===== src/sv/swbf_pkg.sv =====
// Shared types, register codes and constants of the SPH wall boundary force block.
package swbf_pkg;

  // Configuration register indexes, in port order.
  typedef enum logic [2:0] {
    REG_WALL_X_LOW  = 3'd0,
    REG_WALL_X_HIGH = 3'd1,
    REG_WALL_Y_LOW  = 3'd2,
    REG_WALL_Y_HIGH = 3'd3,
    REG_WALL_Z_LOW  = 3'd4,
    REG_CONTACT_RNG = 3'd5,
    REG_STIFFNESS   = 3'd6,
    REG_DAMPING     = 3'd7
  } cfg_reg_e;

  // Bit positions of the walls in the contact mask.
  localparam int unsigned WALL_ZL = 0;
  localparam int unsigned WALL_YL = 1;
  localparam int unsigned WALL_YH = 2;
  localparam int unsigned WALL_XL = 3;
  localparam int unsigned WALL_XH = 4;
  localparam int unsigned NUM_WALLS = 5;

  // Penetration depth must exceed this (Q16.16 LSBs) for contact.
  localparam logic signed [34:0] CONTACT_EPSILON = 35'sd1;

  // Reset values of the wall coordinates (1.0 in Q16.16 for the high walls).
  localparam logic signed [31:0] WALL_LOW_RESET  = 32'sd0;
  localparam logic signed [31:0] WALL_HIGH_RESET = 32'sd65536;

  // Input word: one particle.
  typedef struct packed {
    logic signed [31:0] pos_x;
    logic signed [31:0] pos_y;
    logic signed [31:0] pos_z;
    logic signed [31:0] vel_x;
    logic signed [31:0] vel_y;
    logic signed [31:0] vel_z;
    logic signed [31:0] force_x;
    logic signed [31:0] force_y;
    logic signed [31:0] force_z;
  } in_word_t;

  // Result word.
  typedef struct packed {
    logic signed [31:0] new_force_x;
    logic signed [31:0] new_force_y;
    logic signed [31:0] new_force_z;
    logic [4:0]         contact_mask;
    logic               saturated;
  } out_word_t;

  // Current configuration register contents.
  typedef struct packed {
    logic signed [31:0] wall_x_low;
    logic signed [31:0] wall_x_high;
    logic signed [31:0] wall_y_low;
    logic signed [31:0] wall_y_high;
    logic signed [31:0] wall_z_low;
    logic [30:0]        contact_range;
    logic [30:0]        wall_stiffness;
    logic [30:0]        wall_damping;
  } cfg_t;

  // Products stage: stiffness products, damping products, contact and friction flags.
  typedef struct packed {
    logic [63:0]        prod_zl;
    logic [63:0]        prod_yl;
    logic [63:0]        prod_yh;
    logic [63:0]        prod_xl;
    logic [63:0]        prod_xh;
    logic signed [63:0] dv_x;
    logic signed [63:0] dv_y;
    logic signed [63:0] dv_z;
    logic [4:0]         contact;
    logic               fric_x;
    logic               fric_y;
    logic               fric_z;
    logic signed [31:0] vel_x;
    logic signed [31:0] vel_y;
    logic signed [31:0] vel_z;
    logic signed [31:0] force_x;
    logic signed [31:0] force_y;
    logic signed [31:0] force_z;
  } prod_t;

  // Coefficient stage: per-wall repulsion and per-axis friction totals.
  typedef struct packed {
    logic signed [49:0] c_zl;
    logic signed [49:0] c_yl;
    logic signed [49:0] c_yh;
    logic signed [49:0] c_xl;
    logic signed [49:0] c_xh;
    logic signed [34:0] fr_x;
    logic signed [34:0] fr_y;
    logic signed [34:0] fr_z;
    logic signed [31:0] force_x;
    logic signed [31:0] force_y;
    logic signed [31:0] force_z;
    logic [4:0]         contact;
  } coeff_t;

endpackage


===== src/sv/swbf_cfg_regs.sv =====
// Configuration register file of the SPH wall boundary force block.
module swbf_cfg_regs (
  input  logic               clk_i,
  input  logic               rst_ni,
  input  logic               wr_en_i,
  input  logic [2:0]         wr_index_i,
  input  logic [31:0]        wr_data_i,
  output swbf_pkg::cfg_t     cfg_o
);

  swbf_pkg::cfg_t cfg_q;
  swbf_pkg::cfg_t cfg_d;

  // Write decode; the unsigned registers keep only their low 31 bits.
  always_comb begin
    cfg_d = cfg_q;
    if (wr_en_i) begin
      case (swbf_pkg::cfg_reg_e'(wr_index_i))
        swbf_pkg::REG_WALL_X_LOW:  cfg_d.wall_x_low     = wr_data_i;
        swbf_pkg::REG_WALL_X_HIGH: cfg_d.wall_x_high    = wr_data_i;
        swbf_pkg::REG_WALL_Y_LOW:  cfg_d.wall_y_low     = wr_data_i;
        swbf_pkg::REG_WALL_Y_HIGH: cfg_d.wall_y_high    = wr_data_i;
        swbf_pkg::REG_WALL_Z_LOW:  cfg_d.wall_z_low     = wr_data_i;
        swbf_pkg::REG_CONTACT_RNG: cfg_d.contact_range  = wr_data_i[30:0];
        swbf_pkg::REG_STIFFNESS:   cfg_d.wall_stiffness = wr_data_i[30:0];
        swbf_pkg::REG_DAMPING:     cfg_d.wall_damping   = wr_data_i[30:0];
        default:                   cfg_d = cfg_q;
      endcase
    end
  end

  // Register state with reset values.
  always_ff @(posedge clk_i or negedge rst_ni) begin
    if (!rst_ni) begin
      cfg_q.wall_x_low     <= swbf_pkg::WALL_LOW_RESET;
      cfg_q.wall_x_high    <= swbf_pkg::WALL_HIGH_RESET;
      cfg_q.wall_y_low     <= swbf_pkg::WALL_LOW_RESET;
      cfg_q.wall_y_high    <= swbf_pkg::WALL_HIGH_RESET;
      cfg_q.wall_z_low     <= swbf_pkg::WALL_LOW_RESET;
      cfg_q.contact_range  <= '0;
      cfg_q.wall_stiffness <= '0;
      cfg_q.wall_damping   <= '0;
    end else begin
      cfg_q <= cfg_d;
    end
  end

  assign cfg_o = cfg_q;

endmodule


===== config.mk =====
export PLATFORM = sky130hd
export DESIGN_NAME = swbf_cfg_regs
export DESIGN_NICKNAME = d
export VERILOG_FILES = /design/src/sv/swbf_pkg.sv /design/src/sv/swbf_cfg_regs.sv
export SDC_FILE = /design/constraint.sdc
export NUM_CORES = 1
export LEC_CHECK = 0
export CORE_MARGIN = 2
export CORE_UTILIZATION = 65
export CTS_BUF_LIST = sky130_fd_sc_hd__clkbuf_2
export DETAILED_ROUTE_END_ITERATION = 8
export DONT_BUFFER_PORTS = 1
export PLACE_DENSITY_LB_ADDON = 0.08
export SYNTH_ARGS = -nofsm -noshare
export SYNTH_HDL_FRONTEND = slang
export SYNTH_SLANG_ARGS = --single-unit

===== constraint.sdc =====
create_clock -name clk_i -period 2 [get_ports clk_i]
set_input_delay 0.4 -clock clk_i [delete_from_list [all_inputs] [get_ports clk_i]]
set_output_delay 0.4 -clock clk_i [all_outputs]
set_load 0.05 [all_outputs]

==> run_results.csv <==
group,metric,value,unit
setup_path,cp.arrival,1.54,ns
clocking,h-tree-depth,2,
grt,grt_usage,27.6,%
yosys,ys_warn_count,0,
grt,antenna_found_initial,0,
drt,drt_iter0_drc,218,
grt,grt_max_degree,254,
drt,viasPerCell,5.84,
timing,fin_crit_sh,97.1,%
yosys,yosysTopAreaCellShare,65.3,%
timing,rsz0062_at_grt,"true",
floorplanning,fp.dieW,126,um
pwr,p_leak,4.86,nW
yosys,synth.area.top_cells,"dfrtp_1 (65%), mux2_2 (17%), mux2_1 (11%)",
clocking,cts_buffer_depth,3,
timing,final.setup_skew,0,ns
layout,nFillCells,915,
layout,area.sequential,6370,um^2
yosys,ys.flop_type,"dfrtp_1",
grt,grt_pass1_vias,5592,
yosys,ys_async_sr_fraction,100,%
job,maxCapViolCount,0,
layout,final_layout_size_suffix_gt1_share,45.2,%
setup_path,reg2reg_slack,0.38,ns
yosys,synth-edff-count,0,
layout,largest_reg_flops,253,
layout,diodes,0,
setup_path,cp-start-kind,"flip-flop",
setup_path,worstSetupStartpoint,"cfg_o[205]",
yosys,synth_most_common_cell,"dfrtp_1",
worst_hold_path,holdCritPathClass,"input pin to asynchronous set/reset pin",
drt,postRouteAntennaNets,0,
drt,routed_wl,21500,um
floorplanning,initial_core_util,66.5,%
yosys,synth_cell_types,13,
floorplanning,row_count,44,
yosys,ys_top_cells_by_count,"dfrtp_1 (251), mux2_2 (143), mux2_1 (90)",
drt,dr.pass1.iters,4,
setup_path,end_kind,"primary output",
setup_path,critPathKind,"flip-flop to primary output",
placed_design,place.port_buffers,0,
yosys,yosysSeqAreaShare,65.8,%
setup_path,cp.required,1.60,ns
timing,fin_ws,0.0584,ns
drt,vias,5002,
layout,instances_no_fill,857,
layout,fin_nets,664,
setup_path,path_max_fanout,2,
layout,multiInputGateArea,3060,um^2
timing,hold_ws,-0.704,ns
floorplanning,die_h,126,um
clocking,worstSkewPairLatency,0.79,ns
grt,grt_pass1_wl,33400,um
placed_design,dp.cells,710,
clocking,worst_setup_hold_path_clk_slew,0.11,ns
grt,overflow,0,
placed_design,place_ws,0.442,ns
status,violations,"hold timing",
yosys,syn_area_per_cell,17.7,um^2
placed_design,routabilityCongestion,0.850,
status,status,"finished with violations",
layout,fin_util,74.0,%
clocking,root_buffer,"clkbuf_2",
drt,wl_per_cell,25.1,um
timing,finalSetupViolCount,0,
yosys,synth_fp_nets,581,
pwr,p_total,15.6,mW
clocking,cts_tree,"yes",
yosys,synth-seq-cells,253,
drt,drc,0,
floorplanning,io-pin-count,291,
setup_path,worstReg2RegStart,"cfg_o[198]",
layout,area.growth.synth_to_final,11.4,%
timing,worst_pin_slew,0.550,ns
setup_path,rr_worst_depth,2,
yosys,syn_area,9620,um^2
timing,timing_hold_violations_final,253,
placed_design,dp_hpwl,13300,um
setup_path,worstReg2RegEnd,"cfg_o[198]",
pwr,ir_drop,0.843,mV
timing,max_slew_margin,63.3,%
clocking,cts.sinks,253,
floorplanning,die-area,15800,um^2
yosys,synth_cells,543,
timing,fmax,0.515,GHz
yosys,yosysTopAreaCell,"dfrtp_1",
floorplanning,coreArea,14500,um^2
clocking,cts_buffers,57,
pwr,power.density,1460,nW/um^2
timing,finalWorstPathRequiredPeriod,1.94,ns
timing,drv_slew,0,
[worst max path at each step]
stage	endpoint	slack (ns)	depth (start not counted)
floorplan	cfg_o[221]	0.41	4
global placement	cfg_o[157]	0.48	3
detailed placement	cfg_o[179]	0.44	3
CTS	cfg_o[189]	0.002	0
global route	cfg_o[205]	-0.05	0
finish	cfg_o[205]	0.06	0
[worst reg2reg max path: cells and delay by family (launching register included)]
kind	cells	cell delay [ns]
buf+inv	1	0.56
flops	1	0.58
mux	1	0.37
[routing by layer]
metal / GRT usage, % / wire [um] / vias up
li1: - / - / 2142
met1: 31.6 / 7700 / 2596
met2: 45.2 / 10800 / 225
met3: 13.3 / 2310 / 39
met4: 10.3 / 669 / 0
met5: 0 / 0 / -
[cells by family after synthesis]
family	share of synthesized area [%]
buffers and inverters	2.89
DFF	65.8
muxes	30.4
and+or+nand+nor	0.897
[report_power, final]
| part | leakage, nW | total [mW] | internal (mW) | switching, mW |
|---|---|---|---|---|
| combinational | 1.45 | 1.30 | 0.883 | 0.420 |
| sequential | 3.00 | 11.2 | 6.20 | 5.01 |
| clock | 0.407 | 3.11 | 1.20 | 1.90 |
| total | 4.86 | 15.6 | 8.28 | 7.34 |
[cell usage in the layout, fill, tap and decap left out]
cell	instances
mux2_4	20
nor4bb_4	3
inv_2	1
clkinv_1	13
nand4b_1	3
mux2_1	90
buf_4	8
clkbuf_2	92
nor4b_4	1
dfstp_2	2
mux2_2	143
buf_12	4
dlygate4sd3_1	41
dfrtp_2	30
dfrtp_1	221
nand4_1	1
[what timing repair did]
item | CTS | global route
hold endpoints to repair | 506 | 260
setup buffers | 0 | 0
setup endpoints to repair | 0 | 32
hold buffers | 39 | 2
gates resized for setup | 0 | 30
[per-stage QoR]
step	hold slack (ns)	setup TNS [ns]	area [um^2]
after floorplan	0.104	0	9620
after global placement	0.110	0	9760
after CTS	-0.801	0	10700
after detailed placement	0.110	0	9760
after global routing	-0.821	-0.0946	10700
final	-0.704	0	10700
[area by class of cell]
type / instances / share of cell area [%]
repair buffers: 53 / 5.14
clock inverters: 14 / 0.490
flip-flops and latches: 253 / 59.4
multi-input cells: 261 / 28.5
clock buffers: 92 / 4.30
well taps: 184 / 2.15
(Power assumes the default switching activity.)
