[src/sv/swbf_pkg.sv]
// Shared types, register codes and constants of the SPH wall boundary force block.
package swbf_pkg;

  // Configuration register indexes, in port order.
  typedef enum logic [2:0] {
    REG_WALL_X_LOW  = 3'd0,
    REG_WALL_X_HIGH = 3'd1,
    REG_WALL_Y_LOW  = 3'd2,
    REG_WALL_Y_HIGH = 3'd3,
    REG_WALL_Z_LOW  = 3'd4,
    REG_CONTACT_RNG = 3'd5,
    REG_STIFFNESS   = 3'd6,
    REG_DAMPING     = 3'd7
  } cfg_reg_e;

  // Bit positions of the walls in the contact mask.
  localparam int unsigned WALL_ZL = 0;
  localparam int unsigned WALL_YL = 1;
  localparam int unsigned WALL_YH = 2;
  localparam int unsigned WALL_XL = 3;
  localparam int unsigned WALL_XH = 4;
  localparam int unsigned NUM_WALLS = 5;

  // Penetration depth must exceed this (Q16.16 LSBs) for contact.
  localparam logic signed [34:0] CONTACT_EPSILON = 35'sd1;

  // Reset values of the wall coordinates (1.0 in Q16.16 for the high walls).
  localparam logic signed [31:0] WALL_LOW_RESET  = 32'sd0;
  localparam logic signed [31:0] WALL_HIGH_RESET = 32'sd65536;

  // Input word: one particle.
  typedef struct packed {
    logic signed [31:0] pos_x;
    logic signed [31:0] pos_y;
    logic signed [31:0] pos_z;
    logic signed [31:0] vel_x;
    logic signed [31:0] vel_y;
    logic signed [31:0] vel_z;
    logic signed [31:0] force_x;
    logic signed [31:0] force_y;
    logic signed [31:0] force_z;
  } in_word_t;

  // Result word.
  typedef struct packed {
    logic signed [31:0] new_force_x;
    logic signed [31:0] new_force_y;
    logic signed [31:0] new_force_z;
    logic [4:0]         contact_mask;
    logic               saturated;
  } out_word_t;

  // Current configuration register contents.
  typedef struct packed {
    logic signed [31:0] wall_x_low;
    logic signed [31:0] wall_x_high;
    logic signed [31:0] wall_y_low;
    logic signed [31:0] wall_y_high;
    logic signed [31:0] wall_z_low;
    logic [30:0]        contact_range;
    logic [30:0]        wall_stiffness;
    logic [30:0]        wall_damping;
  } cfg_t;

  // Products stage: stiffness products, damping products, contact and friction flags.
  typedef struct packed {
    logic [63:0]        prod_zl;
    logic [63:0]        prod_yl;
    logic [63:0]        prod_yh;
    logic [63:0]        prod_xl;
    logic [63:0]        prod_xh;
    logic signed [63:0] dv_x;
    logic signed [63:0] dv_y;
    logic signed [63:0] dv_z;
    logic [4:0]         contact;
    logic               fric_x;
    logic               fric_y;
    logic               fric_z;
    logic signed [31:0] vel_x;
    logic signed [31:0] vel_y;
    logic signed [31:0] vel_z;
    logic signed [31:0] force_x;
    logic signed [31:0] force_y;
    logic signed [31:0] force_z;
  } prod_t;

  // Coefficient stage: per-wall repulsion and per-axis friction totals.
  typedef struct packed {
    logic signed [49:0] c_zl;
    logic signed [49:0] c_yl;
    logic signed [49:0] c_yh;
    logic signed [49:0] c_xl;
    logic signed [49:0] c_xh;
    logic signed [34:0] fr_x;
    logic signed [34:0] fr_y;
    logic signed [34:0] fr_z;
    logic signed [31:0] force_x;
    logic signed [31:0] force_y;
    logic signed [31:0] force_z;
    logic [4:0]         contact;
  } coeff_t;

endpackage

[src/sv/swbf_coeff.sv]
// Repulsion coefficient and friction stage of the SPH wall boundary force block.
module swbf_coeff (
  input  logic               clk_i,
  input  logic               rst_ni,
  input  logic               valid_i,
  input  swbf_pkg::prod_t    stage_i,
  output logic               valid_o,
  output swbf_pkg::coeff_t   stage_o
);

  logic                     valid_q;
  swbf_pkg::coeff_t         stage_q;
  swbf_pkg::coeff_t         stage_d;
  logic signed [34:0]       vx, vy, vz;
  logic                     zl, yl, yh, xl, xh;

  // Coefficient floor((prod - dnv) / 2^16), or zero without contact.
  // For a low wall dnv is +damping*v, for a high wall it is -damping*v.
  function automatic logic signed [49:0] coeff_of(input logic [63:0] prod,
                                                  input logic signed [63:0] dv,
                                                  input logic high_wall,
                                                  input logic hit);
    logic signed [65:0] dv_ext;
    logic signed [65:0] num;
    dv_ext = $signed({{2{dv[63]}}, dv});
    if (high_wall) begin
      num = $signed({2'b00, prod}) + dv_ext;
    end else begin
      num = $signed({2'b00, prod}) - dv_ext;
    end
    return hit ? $signed(num[65:16]) : 50'sd0;
  endfunction

  assign zl = stage_i.contact[swbf_pkg::WALL_ZL];
  assign yl = stage_i.contact[swbf_pkg::WALL_YL];
  assign yh = stage_i.contact[swbf_pkg::WALL_YH];
  assign xl = stage_i.contact[swbf_pkg::WALL_XL];
  assign xh = stage_i.contact[swbf_pkg::WALL_XH];

  assign vx = $signed({{3{stage_i.vel_x[31]}}, stage_i.vel_x});
  assign vy = $signed({{3{stage_i.vel_y[31]}}, stage_i.vel_y});
  assign vz = $signed({{3{stage_i.vel_z[31]}}, stage_i.vel_z});

  // Each wall in contact with its friction condition met removes the
  // tangential velocity once along both tangent axes.
  always_comb begin
    stage_d.c_zl = coeff_of(stage_i.prod_zl, stage_i.dv_z, 1'b0, zl);
    stage_d.c_yl = coeff_of(stage_i.prod_yl, stage_i.dv_y, 1'b0, yl);
    stage_d.c_yh = coeff_of(stage_i.prod_yh, stage_i.dv_y, 1'b1, yh);
    stage_d.c_xl = coeff_of(stage_i.prod_xl, stage_i.dv_x, 1'b0, xl);
    stage_d.c_xh = coeff_of(stage_i.prod_xh, stage_i.dv_x, 1'b1, xh);
    stage_d.fr_x = ((zl && stage_i.fric_z) ? vx : 35'sd0)
                 + ((yl && stage_i.fric_y) ? vx : 35'sd0)
                 + ((yh && stage_i.fric_y) ? vx : 35'sd0);
    stage_d.fr_y = ((zl && stage_i.fric_z) ? vy : 35'sd0)
                 + ((xl && stage_i.fric_x) ? vy : 35'sd0)
                 + ((xh && stage_i.fric_x) ? vy : 35'sd0);
    stage_d.fr_z = ((yl && stage_i.fric_y) ? vz : 35'sd0)
                 + ((yh && stage_i.fric_y) ? vz : 35'sd0)
                 + ((xl && stage_i.fric_x) ? vz : 35'sd0)
                 + ((xh && stage_i.fric_x) ? vz : 35'sd0);
    stage_d.force_x = stage_i.force_x;
    stage_d.force_y = stage_i.force_y;
    stage_d.force_z = stage_i.force_z;
    stage_d.contact = stage_i.contact;
  end

  // Stage valid flag.
  always_ff @(posedge clk_i or negedge rst_ni) begin
    if (!rst_ni) begin
      valid_q <= 1'b0;
    end else begin
      valid_q <= valid_i;
    end
  end

  // Stage payload.
  always_ff @(posedge clk_i) begin
    if (valid_i) begin
      stage_q <= stage_d;
    end
  end

  assign valid_o = valid_q;
  assign stage_o = stage_q;

endmodule

[config.mk]
export PLATFORM = sky130hd
export DESIGN_NAME = swbf_coeff
export DESIGN_NICKNAME = d
export VERILOG_FILES = /design/src/sv/swbf_pkg.sv /design/src/sv/swbf_coeff.sv
export SDC_FILE = /design/constraint.sdc
export NUM_CORES = 2
export LEC_CHECK = 0
export ABC_AREA = 1
export CAP_MARGIN = 5
export CORE_AREA = 2 2 459 461
export DETAILED_ROUTE_END_ITERATION = 8
export DIE_AREA = 0 0 461 463
export DONT_BUFFER_PORTS = 1
export GPL_TIMING_DRIVEN = 1
export HOLD_SLACK_MARGIN = 0.1
export PLACE_DENSITY = 0.39
export SETUP_SLACK_MARGIN = 0.2
export SKIP_CTS_REPAIR_TIMING = 1
export SLEW_MARGIN = 20
export SYNTH_ARGS = -nofsm -noshare
export SYNTH_HDL_FRONTEND = slang
export SYNTH_SLANG_ARGS = --single-unit
[constraint.sdc]
create_clock -name clk_i -period 0.8 [get_ports clk_i]
set_input_delay 0.08 -clock clk_i [delete_from_list [all_inputs] [get_ports clk_i]]
set_output_delay 0.08 -clock clk_i [all_outputs]
set_load 0.01 [all_outputs]
==> impl_metrics.toml <==
[synth]
synth_area_um2 = 50900
ys_seq_elements = 457
synth_fp_nets = 9096
async_reset_ff_share_pct = 0.219
ys_warn_count = 0
synth-main-ff-cell = "edfxtp_1"
synth_area_leaders = "edfxtp_1 (27%), nand2_1 (15%), inv_1 (10%)"
synthCells = 7832
yosysTopAreaCell = "edfxtp_1"
synth-edff-count = 456
avgSynthCellArea_um2 = 6.50
synth_top_area_share_pct = 26.9
ys_types = 46
ys_seq_area_share_pct = 26.9

[setup_path]
arrival_ns = 3.15
cp-end-kind = "register"
crit_type = "input pin to register"
cp.required_ns = 1.22
worst_setup_path_start_kind = "input pin"
crit_fanout = 50

[placement]
finalWeightedCongestion = 0.974
place_inst = 12000
place_ws_ns = -2.75
portBuffers = 0
hpwlAfterDp_um = 249000

[clocking]
htree_levels = 3
cts_tree = "done"
cts_buffer_depth = 3
clkTransAtPathRegs_ns = 0.05
cts_num_sinks = 457
cts_buffers = 67
clockRootBuffer = "clkbuf_16"

[run]
maxCapViolations = 0

[cells_and_area]
final_util_pct = 38.4
area_growth_syn_to_layout_pct = 57.3
fin_nets = 10700
drive_above_1_share_pct = 35.3
fin_cells = 12300

[worst_hold_path]
worstHoldEndpoint = "stage_o[1]$_DFFE_PP_"
hp-class = "input pin to register"
min_from = "stage_i[196]"
holdPathStages = 0

[sta]
finalHoldViolCount = 395
layout_min_cycle_time_ns = 2.74
setup_slack_ns = -1.94
slew_violations = 0
setup_viol = 811
fin_crit_sh_pct = 342
whs_ns = -0.527
slew_headroom_pct = 2.33
tightest_slew_ns = 1.47
rsz0062_at_grt = "yes"
fmax_ghz = 0.365

[grt]
grt_pass1_vias = 54900
grt_overflow_total = 0
grt_pass1_wl_um = 397000
antenna_found_initial = 31
grt_usage_pct = 25.7
grt_max_degree = 458

[drt]
ant_nets = 0
vias = 56600
top_layer = "met5"
wl_met3_um = 20000
route.detailed.drc = 0
wl_um = 288000
detail_route.vias_per_cell = 4.59
drt-met1-wl_um = 122000
drtIter0Drc = 3481
met2_length_um = 138000
dr.pass1.iters = 5
wl_per_cell_um = 23.4

[pwr]
leakage_nw = 34.9
p_per_area_nw_per_um2 = 1410
ir_drop_v = 0.00203

[floorplanning]
initial_core_util_pct = 24.4
core_area_um2 = 209000
num_io_pins = 1172
die_w_um = 461
fp.dieH_um = 463
dieArea_um2 = 213000
num_rows = 168

[status]
outcome = "finished with violations"
violations = "hold timing, setup timing"
metal layers:
layer,global-route usage (%),up-vias
li1,-,28300
met1,31.6,26500
met2,43.7,1505
met3,6.46,237
met4,8.22,12
met5,0,-
through the flow:
step | TNS (ns) | power [mW] | instance area [um^2]
detailed placement | -527.87 | 76.6 | 72900
finish | -468.97 | 113 | 80100
CTS | -488.05 | 111 | 75300
global placement | -528.04 | 76.8 | 72900
global route | -520.11 | 119 | 80100
floorplan | -337.37 | 56.2 | 58700
logic make-up after synthesis:
| group | share of synthesized area (%) |
|---|---|
| and+or+nand+nor | 31.2 |
| buffers and inverters | 10.9 |
| AOI/OAI and AO/OA | 14.2 |
| adders and majority gates | 15.4 |
| DFF | 26.9 |
| xor gates and xnor gates | 1.29 |
sequential cells by signal (all words and copies together) (netlist names):
register,flops
stage_o,456
valid_o,1
power breakdown:
group / internal (mW) / switching [mW] / leakage [nW]
clock network: 19.6 / 14.0 / 1.16
registers: 30.0 / 3.51 / 4.43
logic: 20.8 / 25.2 / 29.4
total: 70.4 / 42.7 / 34.9
synthesized netlist by cell type (2+ instances only):
cell type	count
o21ai_2	13
xor2_1	53
nor4_1	27
nand2_2	21
o21bai_1	66
nand3_1	281
o21a_1	34
fa_1	131
ha_1	418
o21bai_2	4
nor4_2	10
nand2_1	2096
xnor2_1	22
nor3_1	88
nor3_4	2
nor3_2	25
or2_2	7
o211ai_1	8
a211oi_1	3
a21boi_0	8
o21ai_0	415
nor2_4	4
o21ai_1	8
and2_1	5
and2_0	3
a31oi_1	18
a21boi_1	2
nor2_1	1264
nor2_2	48
nand3_2	4
o221ai_1	2
nand3b_1	8
a21oi_1	737
inv_2	19
buf_2	13
a21o_1	27
edfxtp_1	456
nand4_1	31
clkbuf_1	45
inv_1	1400
worst max-delay path, stage by stage:
cell	delay (ns)
nand2_8	0.12
buf_12	0.14
nor2_4	0.04
fa_1	0.49
inv_2	0.04
fa_1	0.46
inv_2	0.08
ha_4	0.14
inv_4	0.04
fa_2	0.41
o21ai_4	0.22
a21boi_2	0.10
o21ai_2	0.25
nand2_1	0.13
nand2_2	0.12
nand2_2	0.07
nand2_4	0.08
xor2_1	0.06
layout by cell type (no fill, tap or decap), drive strengths merged, types with 3 or more instances in the layout:
master / n
nand2: 2117
buf: 1478
inv: 1424
nor2: 1316
a21oi: 738
edfxtp: 456
o21ai: 436
ha: 418
nand3: 285
fa: 131
nor3: 115
dlygate4sd3: 104
clkbuf: 79
o21bai: 70
xor2: 53
nor4: 37
o21a: 34
nand4: 31
clkinv: 30
a21o: 27
diode: 25
xnor2: 22
a31oi: 18
bufinv: 11
a21boi: 10
o211ai: 8
nand3b: 8
or2: 8
and2: 8
clkinvlp: 4
a211oi: 3
worst max path at each step:
stage	from	end	cells after the start
detailed placement	stage_i[197]	stage_o[132]$_DFFE_PP_	17
finish	stage_i[197]	stage_o[124]$_DFFE_PP_	18
CTS	stage_i[197]	stage_o[132]$_DFFE_PP_	17
global placement	stage_i[197]	stage_o[202]$_DFFE_PP_	18
floorplan	stage_i[198]	stage_o[126]$_DFFE_PP_	19
global route	stage_i[197]	stage_o[124]$_DFFE_PP_	18
area by class of cell:
cell class	instances	area, um^2
fill	22000	128000
clock buffer	72	1740
multi-input combinational	5897	41300
timing repair buffer	1589	13300
clock inverter	49	648
sequential	457	13700
tap	2805	3510
inverter	1420	5780
antenna	25	62.6
Power figures use the tool's default switching activity.
