**src/sv/swbf_pkg.sv**
```systemverilog
// Shared types, register codes and constants of the SPH wall boundary force block.
package swbf_pkg;

  // Configuration register indexes, in port order.
  typedef enum logic [2:0] {
    REG_WALL_X_LOW  = 3'd0,
    REG_WALL_X_HIGH = 3'd1,
    REG_WALL_Y_LOW  = 3'd2,
    REG_WALL_Y_HIGH = 3'd3,
    REG_WALL_Z_LOW  = 3'd4,
    REG_CONTACT_RNG = 3'd5,
    REG_STIFFNESS   = 3'd6,
    REG_DAMPING     = 3'd7
  } cfg_reg_e;

  // Bit positions of the walls in the contact mask.
  localparam int unsigned WALL_ZL = 0;
  localparam int unsigned WALL_YL = 1;
  localparam int unsigned WALL_YH = 2;
  localparam int unsigned WALL_XL = 3;
  localparam int unsigned WALL_XH = 4;
  localparam int unsigned NUM_WALLS = 5;

  // Penetration depth must exceed this (Q16.16 LSBs) for contact.
  localparam logic signed [34:0] CONTACT_EPSILON = 35'sd1;

  // Reset values of the wall coordinates (1.0 in Q16.16 for the high walls).
  localparam logic signed [31:0] WALL_LOW_RESET  = 32'sd0;
  localparam logic signed [31:0] WALL_HIGH_RESET = 32'sd65536;

  // Input word: one particle.
  typedef struct packed {
    logic signed [31:0] pos_x;
    logic signed [31:0] pos_y;
    logic signed [31:0] pos_z;
    logic signed [31:0] vel_x;
    logic signed [31:0] vel_y;
    logic signed [31:0] vel_z;
    logic signed [31:0] force_x;
    logic signed [31:0] force_y;
    logic signed [31:0] force_z;
  } in_word_t;

  // Result word.
  typedef struct packed {
    logic signed [31:0] new_force_x;
    logic signed [31:0] new_force_y;
    logic signed [31:0] new_force_z;
    logic [4:0]         contact_mask;
    logic               saturated;
  } out_word_t;

  // Current configuration register contents.
  typedef struct packed {
    logic signed [31:0] wall_x_low;
    logic signed [31:0] wall_x_high;
    logic signed [31:0] wall_y_low;
    logic signed [31:0] wall_y_high;
    logic signed [31:0] wall_z_low;
    logic [30:0]        contact_range;
    logic [30:0]        wall_stiffness;
    logic [30:0]        wall_damping;
  } cfg_t;

  // Products stage: stiffness products, damping products, contact and friction flags.
  typedef struct packed {
    logic [63:0]        prod_zl;
    logic [63:0]        prod_yl;
    logic [63:0]        prod_yh;
    logic [63:0]        prod_xl;
    logic [63:0]        prod_xh;
    logic signed [63:0] dv_x;
    logic signed [63:0] dv_y;
    logic signed [63:0] dv_z;
    logic [4:0]         contact;
    logic               fric_x;
    logic               fric_y;
    logic               fric_z;
    logic signed [31:0] vel_x;
    logic signed [31:0] vel_y;
    logic signed [31:0] vel_z;
    logic signed [31:0] force_x;
    logic signed [31:0] force_y;
    logic signed [31:0] force_z;
  } prod_t;

  // Coefficient stage: per-wall repulsion and per-axis friction totals.
  typedef struct packed {
    logic signed [49:0] c_zl;
    logic signed [49:0] c_yl;
    logic signed [49:0] c_yh;
    logic signed [49:0] c_xl;
    logic signed [49:0] c_xh;
    logic signed [34:0] fr_x;
    logic signed [34:0] fr_y;
    logic signed [34:0] fr_z;
    logic signed [31:0] force_x;
    logic signed [31:0] force_y;
    logic signed [31:0] force_z;
    logic [4:0]         contact;
  } coeff_t;

endpackage

```
**src/sv/swbf_accum.sv**
```systemverilog
// Force summation and saturation stage of the SPH wall boundary force block.
module swbf_accum (
  input  logic                clk_i,
  input  logic                rst_ni,
  input  logic                valid_i,
  input  swbf_pkg::coeff_t    stage_i,
  output logic                valid_o,
  output swbf_pkg::out_word_t res_o
);

  logic                     valid_q;
  swbf_pkg::out_word_t      res_q;
  swbf_pkg::out_word_t      res_d;
  logic signed [51:0]       acc_x, acc_y, acc_z;
  logic [32:0]              sat_x, sat_y, sat_z;

  // Sign extensions to the accumulator width.
  function automatic logic signed [51:0] ext32(input logic signed [31:0] v);
    return $signed({{20{v[31]}}, v});
  endfunction

  function automatic logic signed [51:0] ext35(input logic signed [34:0] v);
    return $signed({{17{v[34]}}, v});
  endfunction

  function automatic logic signed [51:0] ext50(input logic signed [49:0] v);
    return $signed({{2{v[49]}}, v});
  endfunction

  // Clamp to signed 32 bits; the top bit of the result flags a clamp.
  function automatic logic [32:0] clamp32(input logic signed [51:0] v);
    logic all_ones;
    logic all_zero;
    all_ones = &v[51:31];
    all_zero = ~|v[51:31];
    if (all_ones || all_zero) begin
      return {1'b0, v[31:0]};
    end else if (v[51]) begin
      return {1'b1, 32'h8000_0000};
    end else begin
      return {1'b1, 32'h7FFF_FFFF};
    end
  endfunction

  // Input force plus signed wall repulsions minus friction.
  assign acc_x = ext32(stage_i.force_x) + ext50(stage_i.c_xl) - ext50(stage_i.c_xh)
               - ext35(stage_i.fr_x);
  assign acc_y = ext32(stage_i.force_y) + ext50(stage_i.c_yl) - ext50(stage_i.c_yh)
               - ext35(stage_i.fr_y);
  assign acc_z = ext32(stage_i.force_z) + ext50(stage_i.c_zl) - ext35(stage_i.fr_z);

  assign sat_x = clamp32(acc_x);
  assign sat_y = clamp32(acc_y);
  assign sat_z = clamp32(acc_z);

  // Result word assembly.
  always_comb begin
    res_d.new_force_x  = sat_x[31:0];
    res_d.new_force_y  = sat_y[31:0];
    res_d.new_force_z  = sat_z[31:0];
    res_d.contact_mask = stage_i.contact;
    res_d.saturated    = sat_x[32] | sat_y[32] | sat_z[32];
  end

  // Result strobe.
  always_ff @(posedge clk_i or negedge rst_ni) begin
    if (!rst_ni) begin
      valid_q <= 1'b0;
    end else begin
      valid_q <= valid_i;
    end
  end

  // Result register.
  always_ff @(posedge clk_i) begin
    if (valid_i) begin
      res_q <= res_d;
    end
  end

  assign valid_o = valid_q;
  assign res_o   = res_q;

endmodule

```
**config.mk**
```make
export PLATFORM = sky130hd
export DESIGN_NAME = swbf_accum
export DESIGN_NICKNAME = d
export VERILOG_FILES = /design/src/sv/swbf_pkg.sv /design/src/sv/swbf_accum.sv
export SDC_FILE = /design/constraint.sdc
export NUM_CORES = 1
export LEC_CHECK = 0
export ABC_CLOCK_PERIOD_IN_PS = 800
export BUFFER_PORTS_ARGS = -buffer_cell sky130_fd_sc_hd__buf_2
export CAP_MARGIN = 20
export CORE_MARGIN = 3
export CORE_UTILIZATION = 45
export CTS_BUF_LIST = sky130_fd_sc_hd__clkbuf_4 sky130_fd_sc_hd__clkbuf_8
export DETAILED_ROUTE_END_ITERATION = 10
export GPL_TIMING_DRIVEN = 1
export PLACE_DENSITY_LB_ADDON = 0.1
export SLEW_MARGIN = 20
export SYNTH_ARGS = -nofsm -noshare
export SYNTH_HDL_FRONTEND = slang
export SYNTH_SLANG_ARGS = --single-unit
```
**constraint.sdc**
```tcl
create_clock -name clk_i -period 0.8 [get_ports clk_i]
set_input_delay 0.04 -clock clk_i [delete_from_list [all_inputs] [get_ports clk_i]]
set_output_delay 0.04 -clock clk_i [all_outputs]
set_load 0.02 [all_outputs]
```
==> impl_metrics.csv <==
group,metric,value,unit
timing,setup_viol,200,
critical_path,critPathBufInv,5,
critical_path,worst_path_max_delay_cell,"fa_1",
power_and_ir_drop,p_leak,16.6,nW
timing,hold_violations,0,
critical_path,path_max_fanout,6,
timing,worstMarginPinSlew,682,ps
logic_synthesis,ys_warn_count,0,
drt,drc_errors,0,
place,routabilityCongestion,0.966,
timing,finalWorstSetupSlack,-3890,ps
critical_path,cp_num_cells,21,
floorplanning,rows,78,
logic_synthesis,synthFlopType,"edfxtp_1",
logic_synthesis,syn-num-nets,3362,
power_and_ir_drop,switching_share,0.467,
clock_tree,clockBufferDepth,2,
logic_synthesis,ys_seq_area_frac,0.147,
drt,wl,75700,µm
timing,fin_crit_sh,5.86,
logic_synthesis,syn_inst,2495,
place,dpl.hpwl,64800,µm
logic_synthesis,synth_adder_area_share,0.333,
global_routing,grt_pass1_wl,118000,µm
critical_path,worstPathCellList,"buf_6 > fa_1 > inv_2 > fa_1 > inv_1 > ha_2 > inv_2 > fa_2 > nor2b_4 > o31a_1 > o2111ai_4 > a21oi_4 > o2111ai_4 > a21oi_2 > a211oi_2 > xnor2_1 > or4_1 > or4_4 > a2bb2oi_4 > bufbuf_16 > o21ai_1",
drt,wire_per_inst,17.7,µm
drt,drtPass1Iterations,6,
global_routing,grt_usage,0.293,
floorplanning,core_area,45700,µm²
timing,grt_setup_unrepaired,"true",
critical_path,cp-start-kind,"input port",
outcome,status,"complete, but fails checks",
logic_synthesis,yosys.area.top_type,"fa_1",
logic_synthesis,synthMuxAreaShare,0.0345,
clock_tree,cts_buffers,9,
logic_synthesis,synth.area.top_cells,"fa_1 24%, edfxtp_1 15%, inv_1 10%",
logic_synthesis,ys_types,83,
power_and_ir_drop,ir_worst_vdd,0.00163,V
logic_synthesis,synth_top_area_share,0.240,
critical_path,critical_path_class,"input port to register",
critical_path,cp-end-kind,"register",
logic_synthesis,yosysMostFrequentCell,"inv_1",
critical_path,cp.arrival,4930,ps
cells_and_area,syn2layout_area_growth,52.8,%
global_routing,grt_antenna_before_repair,0,
clock_tree,cts_sinks,103,
floorplanning,initial_utilization,0.459,
cells_and_area,final_core_util,0.702,
power_and_ir_drop,cellPowerDensity,2600,nW/µm²
drt,antenna_left,0,
logic_synthesis,ys_ff_latch,103,
timing,slew_headroom,0.541,
timing,period_minus_slack,4690,ps
timing,slew_violations,0,
logic_synthesis,synth_area,21000,µm²
logic_synthesis,synth_edf_count,102,
floorplanning,ios,562,
power_and_ir_drop,p_seq_frac,0.133,
job,cap_violations,0,
logic_synthesis,yosys.area_share.simple,0.128,
worst_hold_path,min_from,"valid_i",
timing,timing.fmax,0.213,GHz
global_routing,grt_pass1_vias,23269,
drt,via_per_inst,5.22,
logic_synthesis,yosys-top-cells-count,"557 x inv_1, 252 x fa_1, 180 x a21oi_1",
logic_synthesis,yosys.area_share.xor_xnor,0.0505,
clock_tree,htree_levels,3,
clock_tree,cts_tree,"done",
critical_path,cp_data_required_time,1050,ps
global_routing,grt_max_degree,36,
worst_hold_path,hp-class,"input port to register",
place,io_buffers,561,
critical_path,slowest_delay,560,ps
logic_synthesis,synth_compound_area_frac,0.190,
power_and_ir_drop,clkPwrFrac,0.046,
cells_and_area,diodes,0,
clock_tree,clkTransAtPathRegs,130,ps
power_and_ir_drop,combPwrFrac,0.821,
power_and_ir_drop,internal-power,44.5,mW
critical_path,cp_top_family,"compound AO/OA/AOI/OAI gates",
drt,drt-initial-drc-count,1126,
power_and_ir_drop,p_total,83.5,mW
logic_synthesis,synthArstFlopShare,0.00971,
logic_synthesis,syn_avg_cell_area,8.41,µm²
floorplanning,die-area,49300,µm²
outcome,violations,"setup timing",
clock_tree,cts_root_buffer,"clkbuf_8",
cells_and_area,nets,4545,
worst_hold_path,min_to,"valid_o$_DFF_PN0_",
cells_and_area,layout-drive-gt1-share,0.410,
global_routing,globalRouteOverflowTotal,0,
drt,num_vias,22335,
floorplanning,die-width,222,µm
logic_synthesis,synth_top_family_by_area,"adder cells",
power_and_ir_drop,power.switching,39.0,mW
floorplanning,die_h,222,µm
worst_hold_path,holdPathStages,2,
## layout by cell type, fill, tap and decap left out, types with 18 or more instances in the layout
master	count
o21a_1	25
buf_6	110
a31oi_1	24
a21oi_2	21
nand4_1	53
nand2_1	141
nor2b_1	18
inv_1	540
buf_2	468
nor3_1	24
o21ai_1	54
nand3_1	41
o21bai_1	24
ha_1	123
buf_4	651
o21ai_0	68
and3_1	18
mux2i_1	54
edfxtp_1	102
nor2_1	101
xnor2_1	55
o211ai_1	21
a21o_1	68
ha_4	27
a21oi_1	151
fa_1	238
xor2_1	64
## through the flow
stage	setup TNS [ps]	instances	worst slack (ps)	hold slack (ps)	instance area, µm²
2_1_floorplan	-346190	2495	-3870	-256	21600
3_3_place_gp	-398330	4226	-4350	-185	29700
3_5_place_dp	-404510	4226	-4460	-183	29700
4_1_cts	-369070	4256	-3800	26.3	30500
5_1_grt	-386600	4282	-4040	39.8	32100
6_report	-371180	4282	-3890	49.1	32100
## sequential cells by signal (all words and copies together) (netlist names)
signal	flops
res_o	102
valid_o	1
## routing by layer
metal	routed length, µm	up-vias	global-route usage
met5	0	-	0
li1	-	10790	-
met3	3360	132	0.0228
met4	2640	0	0.0854
met1	31100	10769	0.372
met2	38600	644	0.533
## power groups by stage
stage	combinational [mW]	clock [mW]	sequential [mW]
2_1_floorplan	32.0	0	12.8
3_3_place_gp	60.9	0	10.8
3_5_place_dp	61.8	0	10.7
4_1_cts	63.5	3.91	10.7
5_1_grt	74.4	4.11	11.2
6_report	68.6	3.85	11.1
## cell families after synthesis
family,Yosys count
muxes,71
AOI/OAI and AO/OA,620
xor gates and xnor gates,121
buffers and inverters,643
and+or+nand+nor,529
DFF,103
adders and majority gates,408
## repair_timing
| action | 4_1_cts | 5_1_grt |
|---|---|---|
| setup buffers | 6 | 26 |
| endpoints found under the hold margin | 6 | 0 |
| gates resized for setup | 83 | 351 |
| pin swaps | 23 | 73 |
| endpoints found under the setup margin | 200 | 200 |
| cloned | 2 | 2 |
| hold buffers | 7 | 0 |
## layout make-up
class | count | area, µm²
repair buffers | 1258 | 8970
clock inverters | 6 | 86.3
flip-flops and latches | 103 | 3090
inverters | 557 | 2110
fillers | 3768 | 13600
well taps | 600 | 751
multi-input cells | 1749 | 16900
clock buffers | 9 | 124
## worst max path at each step
| stage | start | slack [ps] | to |
|---|---|---|---|
| after CTS | stage_i[68] | -3800 | res_o[43]$_DFFE_PP_ |
| after floorplan | stage_i[68] | -3870 | res_o[0]$_DFFE_PP_ |
| after global placement | stage_i[37] | -4350 | res_o[42]$_DFFE_PP_ |
| final | stage_i[37] | -3890 | res_o[50]$_DFFE_PP_ |
| after global routing | stage_i[37] | -4040 | res_o[41]$_DFFE_PP_ |
| after detailed placement | stage_i[306] | -4460 | res_o[42]$_DFFE_PP_ |
No activity file was read; power rests on OpenSTA's default activity.
